[src/rtl/mexp_pkg.sv]
// Shared types and constants for the modular exponentiation block.
// Used by the controller, the datapath, the multiplier unit and the top level.
// No dependencies.
package mexp_pkg;

  // Fixed port widths of the data and configuration channels.
  localparam int DATA_W    = 32;
  localparam int CFG_IDX_W = 1;

  // Default operand width inside the block.
  localparam int WIDTH_DEF = 32;

  // Configuration register indexes.
  localparam logic [CFG_IDX_W-1:0] REG_MODULUS  = 1'b0;
  localparam logic [CFG_IDX_W-1:0] REG_EXPONENT = 1'b1;

  // Operation requested from the modular multiplier.
  typedef enum logic [1:0] {
    OP_REDUCE = 2'd0,
    OP_MUL    = 2'd1,
    OP_SQR    = 2'd2
  } mm_op_t;

  typedef enum logic [3:0] {
    S_IDLE,
    S_RED_GO,
    S_RED_WAIT,
    S_CHECK,
    S_MUL_GO,
    S_MUL_WAIT,
    S_SQR_GO,
    S_SQR_WAIT,
    S_FINISH
  } state_t;

  // Commands from the controller to the datapath.
  typedef struct packed {
    logic   load;
    logic   mm_start;
    mm_op_t mm_op;
    logic   wb_sq;
    logic   wb_acc;
    logic   shift_exp;
    logic   out_load;
  } ctrl_cmd_t;

  // Status from the datapath to the controller.
  typedef struct packed {
    logic mm_done;
    logic e_bit;
    logic e_zero;
    logic out_free;
  } ctrl_sts_t;

endpackage

[src/rtl/modular_exponentiation.sv]
// Modular exponentiation block, top level: power_result = base_value ^ exponent mod modulus.
// Depends on mexp_pkg; instantiates mexp_ctrl and mexp_dp (which holds mexp_mulmod).
//
// Load modulus (index 0) and exponent (index 1) through the cfg port, then stream base values.
// Exponent bits are scanned from the least significant end with square-and-multiply, all
// products reduced by one shared bit-serial modular multiplier. An item runs a reduction of
// the base, then for each exponent bit up to the highest set one a multiplication if the bit
// is set and a squaring; the finished item then waits while a stalled output register is
// still full. One item is worked on at a time; a finished result waits in an output
// register while the next item is taken. A zero modulus makes all arithmetic wrap modulo
// 2^WIDTH; exponent zero always gives 1.
module modular_exponentiation #(
  parameter int WIDTH = mexp_pkg::WIDTH_DEF
) (
  input  logic                           clk,
  input  logic                           rst_n,
  input  logic                           cfg_we,
  input  logic [mexp_pkg::CFG_IDX_W-1:0] cfg_index,
  input  logic [mexp_pkg::DATA_W-1:0]    cfg_data,
  input  logic                           in_valid,
  output logic                           in_stall,
  input  logic [mexp_pkg::DATA_W-1:0]    in_base_value,
  output logic                           out_valid,
  input  logic                           out_stall,
  output logic [mexp_pkg::DATA_W-1:0]    out_power_result
);
  import mexp_pkg::*;

  ctrl_cmd_t cmd;
  ctrl_sts_t sts;

  mexp_ctrl u_ctrl (
    .clk      (clk),
    .rst_n    (rst_n),
    .in_valid (in_valid),
    .in_stall (in_stall),
    .sts      (sts),
    .cmd      (cmd)
  );

  mexp_dp #(.W(WIDTH)) u_dp (
    .clk              (clk),
    .rst_n            (rst_n),
    .cfg_we           (cfg_we),
    .cfg_index        (cfg_index),
    .cfg_data         (cfg_data),
    .in_base_value    (in_base_value),
    .out_stall        (out_stall),
    .out_valid        (out_valid),
    .out_power_result (out_power_result),
    .cmd              (cmd),
    .sts              (sts)
  );

endmodule

[src/rtl/mexp_mulmod.sv]
// Iterative modular multiplier: computes a * b mod m, one multiplier bit per cycle.
// Depends on mexp_pkg. Requires a <= m; a zero modulus means modulo 2^W.
module mexp_mulmod #(
  parameter int W = mexp_pkg::WIDTH_DEF
) (
  input  logic         clk,
  input  logic         rst_n,
  input  logic         start,
  input  logic [W-1:0] op_a,
  input  logic [W-1:0] op_b,
  input  logic [W-1:0] modulus,
  output logic         done,
  output logic [W-1:0] result
);
  import mexp_pkg::*;

  localparam int CNT_W = (W > 1) ? $clog2(W) : 1;

  logic             busy_r, busy_nxt;
  logic             done_r, done_nxt;
  logic [CNT_W-1:0] cnt_r, cnt_nxt;
  logic [W-1:0]     a_r, a_nxt;
  logic [W-1:0]     b_r, b_nxt;
  logic [W-1:0]     m_r, m_nxt;
  logic             mz_r, mz_nxt;
  logic [W-1:0]     acc_r, acc_nxt;

  logic [W+1:0]     sum;
  logic [W+1:0]     m_ext;
  logic [W+1:0]     m2_ext;
  logic [W+2:0]     diff1;
  logic [W+2:0]     diff2;
  logic [W-1:0]     step_val;

  // Interleaved reduction: sum = 2r + bit*a stays below 3m, so at most 2m is removed.
  always_comb begin
    sum    = (W+2)'({acc_r, 1'b0}) + (b_r[W-1] ? (W+2)'(a_r) : '0);
    m_ext  = (W+2)'(m_r);
    m2_ext = (W+2)'({m_r, 1'b0});
    diff1  = {1'b0, sum} - {1'b0, m_ext};
    diff2  = {1'b0, sum} - {1'b0, m2_ext};
    if (mz_r) begin
      step_val = sum[W-1:0];
    end else if (!diff2[W+2]) begin
      step_val = diff2[W-1:0];
    end else if (!diff1[W+2]) begin
      step_val = diff1[W-1:0];
    end else begin
      step_val = sum[W-1:0];
    end
  end

  always_comb begin
    busy_nxt = busy_r;
    done_nxt = 1'b0;
    cnt_nxt  = cnt_r;
    a_nxt    = a_r;
    b_nxt    = b_r;
    m_nxt    = m_r;
    mz_nxt   = mz_r;
    acc_nxt  = acc_r;
    if (start) begin
      busy_nxt = 1'b1;
      cnt_nxt  = CNT_W'(W - 1);
      a_nxt    = op_a;
      b_nxt    = op_b;
      m_nxt    = modulus;
      mz_nxt   = (modulus == '0);
      acc_nxt  = '0;
    end else if (busy_r) begin
      acc_nxt = step_val;
      b_nxt   = {b_r[W-2:0], 1'b0};
      cnt_nxt = cnt_r - 1'b1;
      if (cnt_r == '0) begin
        busy_nxt = 1'b0;
        done_nxt = 1'b1;
      end
    end
  end

  always_ff @(posedge clk) begin
    if (!rst_n) begin
      busy_r <= 1'b0;
      done_r <= 1'b0;
      cnt_r  <= '0;
    end else begin
      busy_r <= busy_nxt;
      done_r <= done_nxt;
      cnt_r  <= cnt_nxt;
    end
  end

  always_ff @(posedge clk) begin
    a_r   <= a_nxt;
    b_r   <= b_nxt;
    m_r   <= m_nxt;
    mz_r  <= mz_nxt;
    acc_r <= acc_nxt;
  end

  assign done   = done_r;
  assign result = acc_r;

`ifndef SYNTH
  a_start_idle: assert property (@(posedge clk) disable iff (!rst_n)
    start |-> !busy_r)
    else $error("multiplier started while busy");

  a_done_pulse: assert property (@(posedge clk) disable iff (!rst_n)
    done_r |=> !done_r)
    else $error("multiplier done held longer than one cycle");

  a_last_step: assert property (@(posedge clk) disable iff (!rst_n)
    (busy_r && !start && cnt_r == '0) |=> (done_r && !busy_r))
    else $error("multiplier did not finish after its last step");

  a_done_not_busy: assert property (@(posedge clk) disable iff (!rst_n)
    done_r |-> !busy_r)
    else $error("multiplier done while still busy");
`endif

endmodule

[src/rtl/mexp_dp.sv]
// Datapath: configuration registers, base/result/exponent registers, output register.
// Depends on mexp_pkg and instantiates mexp_mulmod.
module mexp_dp #(
  parameter int W = mexp_pkg::WIDTH_DEF
) (
  input  logic                            clk,
  input  logic                            rst_n,
  input  logic                            cfg_we,
  input  logic [mexp_pkg::CFG_IDX_W-1:0]  cfg_index,
  input  logic [mexp_pkg::DATA_W-1:0]     cfg_data,
  input  logic [mexp_pkg::DATA_W-1:0]     in_base_value,
  input  logic                            out_stall,
  output logic                            out_valid,
  output logic [mexp_pkg::DATA_W-1:0]     out_power_result,
  input  mexp_pkg::ctrl_cmd_t             cmd,
  output mexp_pkg::ctrl_sts_t             sts
);
  import mexp_pkg::*;

  logic [W-1:0] mod_r, mod_nxt;
  logic [W-1:0] exp_r, exp_nxt;
  logic [W-1:0] base_r, base_nxt;
  logic [W-1:0] sq_r, sq_nxt;
  logic [W-1:0] acc_r, acc_nxt;
  logic [W-1:0] esh_r, esh_nxt;
  logic         ov_r, ov_nxt;
  logic [W-1:0] od_r, od_nxt;

  logic [W-1:0] mm_a;
  logic [W-1:0] mm_b;
  logic         mm_done;
  logic [W-1:0] mm_res;

  always_comb begin
    case (cmd.mm_op)
      OP_REDUCE: begin
        mm_a = W'(1);
        mm_b = base_r;
      end
      OP_MUL: begin
        mm_a = sq_r;
        mm_b = acc_r;
      end
      OP_SQR: begin
        mm_a = sq_r;
        mm_b = sq_r;
      end
      default: begin
        mm_a = '0;
        mm_b = '0;
      end
    endcase
  end

  mexp_mulmod #(.W(W)) u_mulmod (
    .clk     (clk),
    .rst_n   (rst_n),
    .start   (cmd.mm_start),
    .op_a    (mm_a),
    .op_b    (mm_b),
    .modulus (mod_r),
    .done    (mm_done),
    .result  (mm_res)
  );

  always_comb begin
    mod_nxt = mod_r;
    exp_nxt = exp_r;
    if (cfg_we) begin
      unique case (cfg_index)
        REG_MODULUS:  mod_nxt = cfg_data[W-1:0];
        REG_EXPONENT: exp_nxt = cfg_data[W-1:0];
        default: ;
      endcase
    end
  end

  always_comb begin
    base_nxt = base_r;
    sq_nxt   = sq_r;
    acc_nxt  = acc_r;
    esh_nxt  = esh_r;
    if (cmd.load) begin
      base_nxt = in_base_value[W-1:0];
      acc_nxt  = W'(1);
      esh_nxt  = exp_r;
    end
    if (cmd.wb_sq) begin
      sq_nxt = mm_res;
    end
    if (cmd.wb_acc) begin
      acc_nxt = mm_res;
    end
    if (cmd.shift_exp) begin
      esh_nxt = esh_r >> 1;
    end
  end

  // The output register frees itself when the downstream side takes the item.
  always_comb begin
    ov_nxt = ov_r;
    od_nxt = od_r;
    if (ov_r && !out_stall) begin
      ov_nxt = 1'b0;
    end
    if (cmd.out_load) begin
      ov_nxt = 1'b1;
      od_nxt = acc_r;
    end
  end

  always_ff @(posedge clk) begin
    if (!rst_n) begin
      mod_r <= W'(1);
      exp_r <= '0;
      ov_r  <= 1'b0;
    end else begin
      mod_r <= mod_nxt;
      exp_r <= exp_nxt;
      ov_r  <= ov_nxt;
    end
  end

  always_ff @(posedge clk) begin
    base_r <= base_nxt;
    sq_r   <= sq_nxt;
    acc_r  <= acc_nxt;
    esh_r  <= esh_nxt;
    od_r   <= od_nxt;
  end

  always_comb begin
    sts.mm_done  = mm_done;
    sts.e_bit    = esh_r[0];
    sts.e_zero   = (esh_r == '0);
    sts.out_free = !ov_r || !out_stall;
  end

  assign out_valid        = ov_r;
  assign out_power_result = DATA_W'(od_r);

endmodule

[src/rtl/mexp_ctrl.sv]
// Controller state machine for square-and-multiply sequencing.
// Depends on mexp_pkg; drives the datapath through a command struct.
module mexp_ctrl (
  input  logic                 clk,
  input  logic                 rst_n,
  input  logic                 in_valid,
  output logic                 in_stall,
  input  mexp_pkg::ctrl_sts_t  sts,
  output mexp_pkg::ctrl_cmd_t  cmd
);
  import mexp_pkg::*;

  state_t state_r, state_nxt;

  always_comb begin
    state_nxt = state_r;
    unique case (state_r)
      S_IDLE:     if (in_valid) state_nxt = S_RED_GO;
      S_RED_GO:   state_nxt = S_RED_WAIT;
      S_RED_WAIT: if (sts.mm_done) state_nxt = S_CHECK;
      S_CHECK: begin
        if (sts.e_zero) begin
          state_nxt = S_FINISH;
        end else if (sts.e_bit) begin
          state_nxt = S_MUL_GO;
        end else begin
          state_nxt = S_SQR_GO;
        end
      end
      S_MUL_GO:   state_nxt = S_MUL_WAIT;
      S_MUL_WAIT: if (sts.mm_done) state_nxt = S_SQR_GO;
      S_SQR_GO:   state_nxt = S_SQR_WAIT;
      S_SQR_WAIT: if (sts.mm_done) state_nxt = S_CHECK;
      S_FINISH:   if (sts.out_free) state_nxt = S_IDLE;
      default:    state_nxt = S_IDLE;
    endcase
  end

  always_comb begin
    cmd       = '0;
    cmd.mm_op = OP_REDUCE;
    unique case (state_r)
      S_IDLE:     cmd.load = in_valid;
      S_RED_GO: begin
        cmd.mm_start = 1'b1;
        cmd.mm_op    = OP_REDUCE;
      end
      S_RED_WAIT: cmd.wb_sq = sts.mm_done;
      S_MUL_GO: begin
        cmd.mm_start = 1'b1;
        cmd.mm_op    = OP_MUL;
      end
      S_MUL_WAIT: cmd.wb_acc = sts.mm_done;
      S_SQR_GO: begin
        cmd.mm_start = 1'b1;
        cmd.mm_op    = OP_SQR;
      end
      S_SQR_WAIT: begin
        cmd.wb_sq     = sts.mm_done;
        cmd.shift_exp = sts.mm_done;
      end
      S_FINISH:   cmd.out_load = sts.out_free;
      default: ;
    endcase
  end

  always_ff @(posedge clk) begin
    if (!rst_n) begin
      state_r <= S_IDLE;
    end else begin
      state_r <= state_nxt;
    end
  end

  assign in_stall = (state_r != S_IDLE);

`ifndef SYNTH
  a_accept_starts: assert property (@(posedge clk) disable iff (!rst_n)
    (in_valid && !in_stall) |=> (state_r == S_RED_GO))
    else $error("accepted item did not start the base reduction");

  a_finish_waits: assert property (@(posedge clk) disable iff (!rst_n)
    (state_r == S_FINISH && !sts.out_free) |=> (state_r == S_FINISH))
    else $error("result dropped while output register was full");

  a_shift_only_sqr: assert property (@(posedge clk) disable iff (!rst_n)
    cmd.shift_exp |-> (state_r == S_SQR_WAIT && sts.mm_done))
    else $error("exponent shifted outside a finished squaring");
`endif

endmodule

[config.mk]
export PLATFORM = sky130hd
export DESIGN_NAME = modular_exponentiation
export DESIGN_NICKNAME = d
export VERILOG_FILES = /design/src/rtl/mexp_pkg.sv /design/src/rtl/modular_exponentiation.sv /design/src/rtl/mexp_mulmod.sv /design/src/rtl/mexp_dp.sv /design/src/rtl/mexp_ctrl.sv
export SDC_FILE = /design/constraint.sdc
export NUM_CORES = 1
export LEC_CHECK = 0
export BUFFER_PORTS_ARGS = -buffer_cell sky130_fd_sc_hd__buf_2
export CORE_MARGIN = 2
export CORE_UTILIZATION = 60
export DETAILED_ROUTE_END_ITERATION = 10
export PLACE_DENSITY = 0.8
export SLEW_MARGIN = 20
export SYNTH_ARGS = -nofsm -noshare
export SYNTH_HDL_FRONTEND = slang
export SYNTH_SLANG_ARGS = --single-unit
[constraint.sdc]
create_clock -name clk -period 12.1 [get_ports clk]
set_input_delay 1.815 -clock clk [delete_from_list [all_inputs] [get_ports clk]]
set_output_delay 1.815 -clock clk [all_outputs]
set_load 0.005 [all_outputs]
==> impl_results.md <==
- Result of the run: finished, final reports clean
- Number of nets at the end of the flow: 2080
- Sequential element share of the synthesized area: 51.16%
- Fraction of final layout cells sized beyond drive strength 1: 12.72%
- Flip-flop and latch count after synthesis: 365
- Number of buffers between clock root and the deepest sink: 3
- Top post-synthesis cells by count: sky130_fd_sc_hd__nand2_1, sky130_fd_sc_hd__edfxtp_1, sky130_fd_sc_hd__a21oi_1, sky130_fd_sc_hd__dfxtp_1, sky130_fd_sc_hd__ha_1
- Final hold viol count: 0
- Transition time of the tightest slew-check pin: roughly 1.1 ns
- Fraction of post-synthesis cell area in the top cell type by area: 39.85%
- Area growth from synthesis to layout: 10.86%
- Core box area: 0.03164 mm^2
- Chip width: 183.3 um
- Area occupied by multi-input gates: slightly below 0.009 mm^2
- Number of failing setup endpoints in the final timing report: 0
- Clock Skew: ~0.035 ns
- Hold slack final: ~0.46 ns
- Crit path kind: flip-flop to flip-flop
- Post-layout min period: 6.972 ns
- Post-DP HPWL: between 30000 and 40000 um
- Distinct cell type count of the synthesized netlist: 84
- Starting density of the core: 60.97%
- Pin count of the biggest net entering global routing: 75
- Required time worst endpoint: roughly 13 ns
- Sequential cell area in the final layout: 0.009869 mm^2
- Clock group share of total power: 23.1%
- Max-Slew Margin vs Limit: a little over a quarter
- Grt met3 use: 4.210%
- Routed wire length per instance: 19.34 um
- Highest Clock Rate: 143.4 MHz
- Clock Root Buffer: sky130_fd_sc_hd__clkbuf_16
- Routed Antenna Nets: 0
- Most used flip-flop cell after synthesis: sky130_fd_sc_hd__edfxtp_1
- Peak supply drop: between 0.15 and 0.2 mV
- Reg-to-reg setup timing slack: ~5.1 ns
- Pleak: roughly 8.4 nW
- TritonCTS clock tree: yes
- Detailed Route WL: 45170 um
- Count of filler cells inserted in the layout: 2335
- Met2 track demand over resource: about 44%
- Synthesized area per cell: approximately 11 um^2
- Net switching component of the power: 0.002053 W
- Final cycle utilization of the critical path: 57.62%
- Area of placed instances: 0.02008 mm^2
- Post-CTS setup-driven buffer insertion count: 0
- Pwr Density: roughly 240 mW/mm^2
- Final GP Congestion: 0.9213
- Drc violations: 0
- Die height: 183.3 um
- Die area: 0.03360 mm^2
- Vias after detailed routing: 14240
- Share of flip-flops with an asynchronous set or reset after synthesis: 0%
- Gate count after technology mapping: 1831
- Crit path capture type: flip-flop
- Hold Crit Class: flip-flop to flip-flop
- Number of sinks on the clock net: 365
- Syn Std Cell Area: 0.01929 mm^2
- Clk_lat worst skew: 0.56 ns
- Post-cts hold buffer count: 0
- Arrival time at the worst endpoint: 7.43 ns
- Number of antenna repair diodes: 0
- Synth area leader: sky130_fd_sc_hd__edfxtp_1
- First DRT Iteration DRCs: 1363
- Cells resized by post-CTS repair: 0
- Main area contributors after synthesis: sky130_fd_sc_hd__edfxtp_1, sky130_fd_sc_hd__dfxtp_1, sky130_fd_sc_hd__ha_1, sky130_fd_sc_hd__nand2_1, sky130_fd_sc_hd__and2_1
- Total iterations of the first detailed-routing run: 6
- Detail-routed via count per cell: about 6
- Number of antenna violations at the first check in global routing: 0
- YS warnings: 0
- Switching share of power: 39.65%
- Maxcap violations: 0
- Total routing usage reported by global routing: around 27%
- Internal Pwr Total: around 0.0031 W
- Num CTS Buffers: 39
- Number of top-level pins: around 100
- Kind of start point of the critical path: flip-flop
- Sum of negative setup slack: 0 ns
- Vias in the first global route: 13773
- Most repeated cell in the gate-level netlist after synthesis: sky130_fd_sc_hd__nand2_1
- First-pass GRT wire length: approximately 72000 um
- # rows: 65
- Final standard cell area without fillers: roughly 0.021 mm^2
- Clock H-tree levels: 2
- Number of flops mapped to enable cells by yosys: approximately 260
- Pre-CTS setup slack: 5.234 ns
- Grt peak-use layer: met2
- Logic pwr share: 45.6%
- RSZ-0062 raised after global routing: no
- Final count of pins violating max slew: 0
- Final setup margin: 5.128 ns
- Met1 Resource Use GR: between 30% and 40%
- Clock-pin transition on the worst setup and hold timing paths: approximately 0.06 ns
- Count of port buffers added during placement: between 100 and 150
- Net count of the mapped netlist: 2006
- Highest fanout seen on the critical path: 32
- Total grt overflow: 0
- Sequential fraction of design power: 31.4%
-- cell families (layout without fill, tap and decap cells) --
logic type / count (synthesis) / after routing / share of synthesized area (%)
AOI/OAI and AO/OA: 502 / 502 / 18.05
DFF: 365 / 365 / 51.16
xor gates and xnor gates: 90 / 90 / 4.086
buffers and inverters: 157 / 260 / 3.295
and+or+nand+nor: 580 / 580 / 14.61
adders and majority gates: 105 / 105 / 6.927
muxes: 32 / 32 / 1.868
-- cells in the final DEF, fill, tap and decap left out, types with 9 or more instances in the layout --
| cell | Yosys | routed |
|---|---|---|
| sky130_fd_sc_hd__nand2_1 | 262 | 261 |
| sky130_fd_sc_hd__edfxtp_1 | 256 | 256 |
| sky130_fd_sc_hd__a21oi_1 | 117 | 116 |
| sky130_fd_sc_hd__dfxtp_1 | 109 | 109 |
| sky130_fd_sc_hd__buf_2 | 4 | 102 |
| sky130_fd_sc_hd__ha_1 | 102 | 101 |
| sky130_fd_sc_hd__and2_1 | 100 | 99 |
| sky130_fd_sc_hd__a21boi_0 | 74 | 74 |
| sky130_fd_sc_hd__inv_1 | 72 | 71 |
| sky130_fd_sc_hd__o21ai_0 | 72 | 71 |
| sky130_fd_sc_hd__xnor2_1 | 60 | 60 |
| sky130_fd_sc_hd__nor2_1 | 57 | 56 |
| sky130_fd_sc_hd__clkbuf_16 | 0 | 39 |
| sky130_fd_sc_hd__o31ai_1 | 38 | 38 |
| sky130_fd_sc_hd__a21o_1 | 34 | 34 |
| sky130_fd_sc_hd__nand3_1 | 32 | 32 |
| sky130_fd_sc_hd__mux2_2 | 32 | 32 |
| sky130_fd_sc_hd__a222oi_1 | 32 | 32 |
| sky130_fd_sc_hd__xor2_1 | 30 | 30 |
| sky130_fd_sc_hd__nand2b_1 | 24 | 23 |
| sky130_fd_sc_hd__nor3_1 | 21 | 20 |
| sky130_fd_sc_hd__o21ai_1 | 18 | 18 |
| sky130_fd_sc_hd__nor4_1 | 17 | 17 |
| sky130_fd_sc_hd__o211ai_1 | 16 | 16 |
| sky130_fd_sc_hd__buf_4 | 3 | 16 |
| sky130_fd_sc_hd__and3_1 | 14 | 14 |
| sky130_fd_sc_hd__a31oi_1 | 13 | 13 |
| sky130_fd_sc_hd__nand4_1 | 12 | 12 |
| sky130_fd_sc_hd__a211oi_1 | 10 | 10 |
| sky130_fd_sc_hd__o221ai_1 | 9 | 9 |
-- power by group through the flow --
stage / Combinational (W) / Sequential (W) / Clock (W)
2_1_floorplan: 0.00183 / 0.00158 / 0
3_3_place_gp: 0.00228 / 0.00164 / 0
3_5_place_dp: 0.00230 / 0.00164 / 0
4_1_cts: 0.00232 / 0.00162 / 0.00121
5_1_grt: 0.00259 / 0.00164 / 0.00127
6_report: 0.00236 / 0.00162 / 0.00119
-- per-layer routing --
metal	share of wire [%]	vias up
li1	-	6901
met1	45	6721
met2	46	551
met3	6.5	67
met4	2.4	0
met5	0	-
-- final cells by class --
type	instances	share of cell area, %
timing repair buffer	118	2.949
sequential	365	46.15
clock buffer	48	4.862
clock inverter	22	1.141
tap	402	2.352
inverter	72	1.264
multi-input combinational	1309	41.28
-- worst paths after layout --
check	from	to	cells past startpoint
setup reg to reg	u_dp.u_mulmod.b_r[31]$_DFFE_PP_	u_dp.u_mulmod.result[12]$_SDFFE_PN0P_	23
hold reg to reg	u_dp.mod_r[18]$_SDFFE_PN0P_	u_dp.u_mulmod.m_r[18]$_DFFE_PN_	0
hold / removal	u_dp.mod_r[18]$_SDFFE_PN0P_	u_dp.u_mulmod.m_r[18]$_DFFE_PN_	0
setup / recovery	u_dp.u_mulmod.b_r[31]$_DFFE_PP_	u_dp.u_mulmod.result[12]$_SDFFE_PN0P_	23
-- sequential cells by signal, indices dropped and copies added, names as in the netlist --
signal,count
u_dp.u_mulmod.result,32
u_dp.mod_r,32
u_dp.u_mulmod.b_r,32
u_dp.esh_r,32
u_dp.acc_r,32
u_dp.sq_r,32
u_dp.exp_r,32
u_dp.u_mulmod.done,1
u_dp.u_mulmod.cnt_r,5
u_dp.u_mulmod.m_r,32
u_ctrl.state_r,4
u_dp.u_mulmod.busy_r,1
u_dp.u_mulmod.a_r,32
u_dp.out_valid,1
u_dp.base_r,32
u_dp.u_mulmod.mz_r,1
u_dp.out_power_result,32
-- metrics by stage --
| stage | utilization (%) | power, W | cells |
|---|---|---|---|
| floorplan | - | 0.003413 | 1831 |
| global route | 67.59 | 0.005497 | 2336 |
| finish | 67.59 | 0.005179 | 2336 |
| CTS | 67.54 | 0.005152 | 2336 |
| global placement | 63.48 | 0.003923 | 2266 |
| detailed placement | 63.48 | 0.003949 | 2266 |
-- critical path, cell delays in order (launching register included) --
cell and delay [ns]:
sky130_fd_sc_hd__edfxtp_1 0.87, sky130_fd_sc_hd__and2_1 0.23, sky130_fd_sc_hd__ha_1 0.19, sky130_fd_sc_hd__inv_1 0.06, sky130_fd_sc_hd__fa_1 0.39, sky130_fd_sc_hd__nand2b_1 0.17
sky130_fd_sc_hd__a21oi_1 0.21, sky130_fd_sc_hd__o211ai_1 0.19, sky130_fd_sc_hd__a21boi_1 0.35, sky130_fd_sc_hd__o31ai_1 0.17, sky130_fd_sc_hd__o21ai_0 0.38, sky130_fd_sc_hd__a31oi_1 0.16
sky130_fd_sc_hd__xnor2_1 0.36, sky130_fd_sc_hd__ha_1 0.37, sky130_fd_sc_hd__a21o_1 0.20, sky130_fd_sc_hd__a21o_1 0.17, sky130_fd_sc_hd__a21oi_1 0.26, sky130_fd_sc_hd__nor2b_1 0.09
sky130_fd_sc_hd__o41ai_1 0.28, sky130_fd_sc_hd__inv_1 0.14, sky130_fd_sc_hd__or3_1 0.62, sky130_fd_sc_hd__nand2_1 0.49, sky130_fd_sc_hd__o21ai_0 0.20, sky130_fd_sc_hd__o31ai_1 0.33
Power figures use the tool's default switching activity.
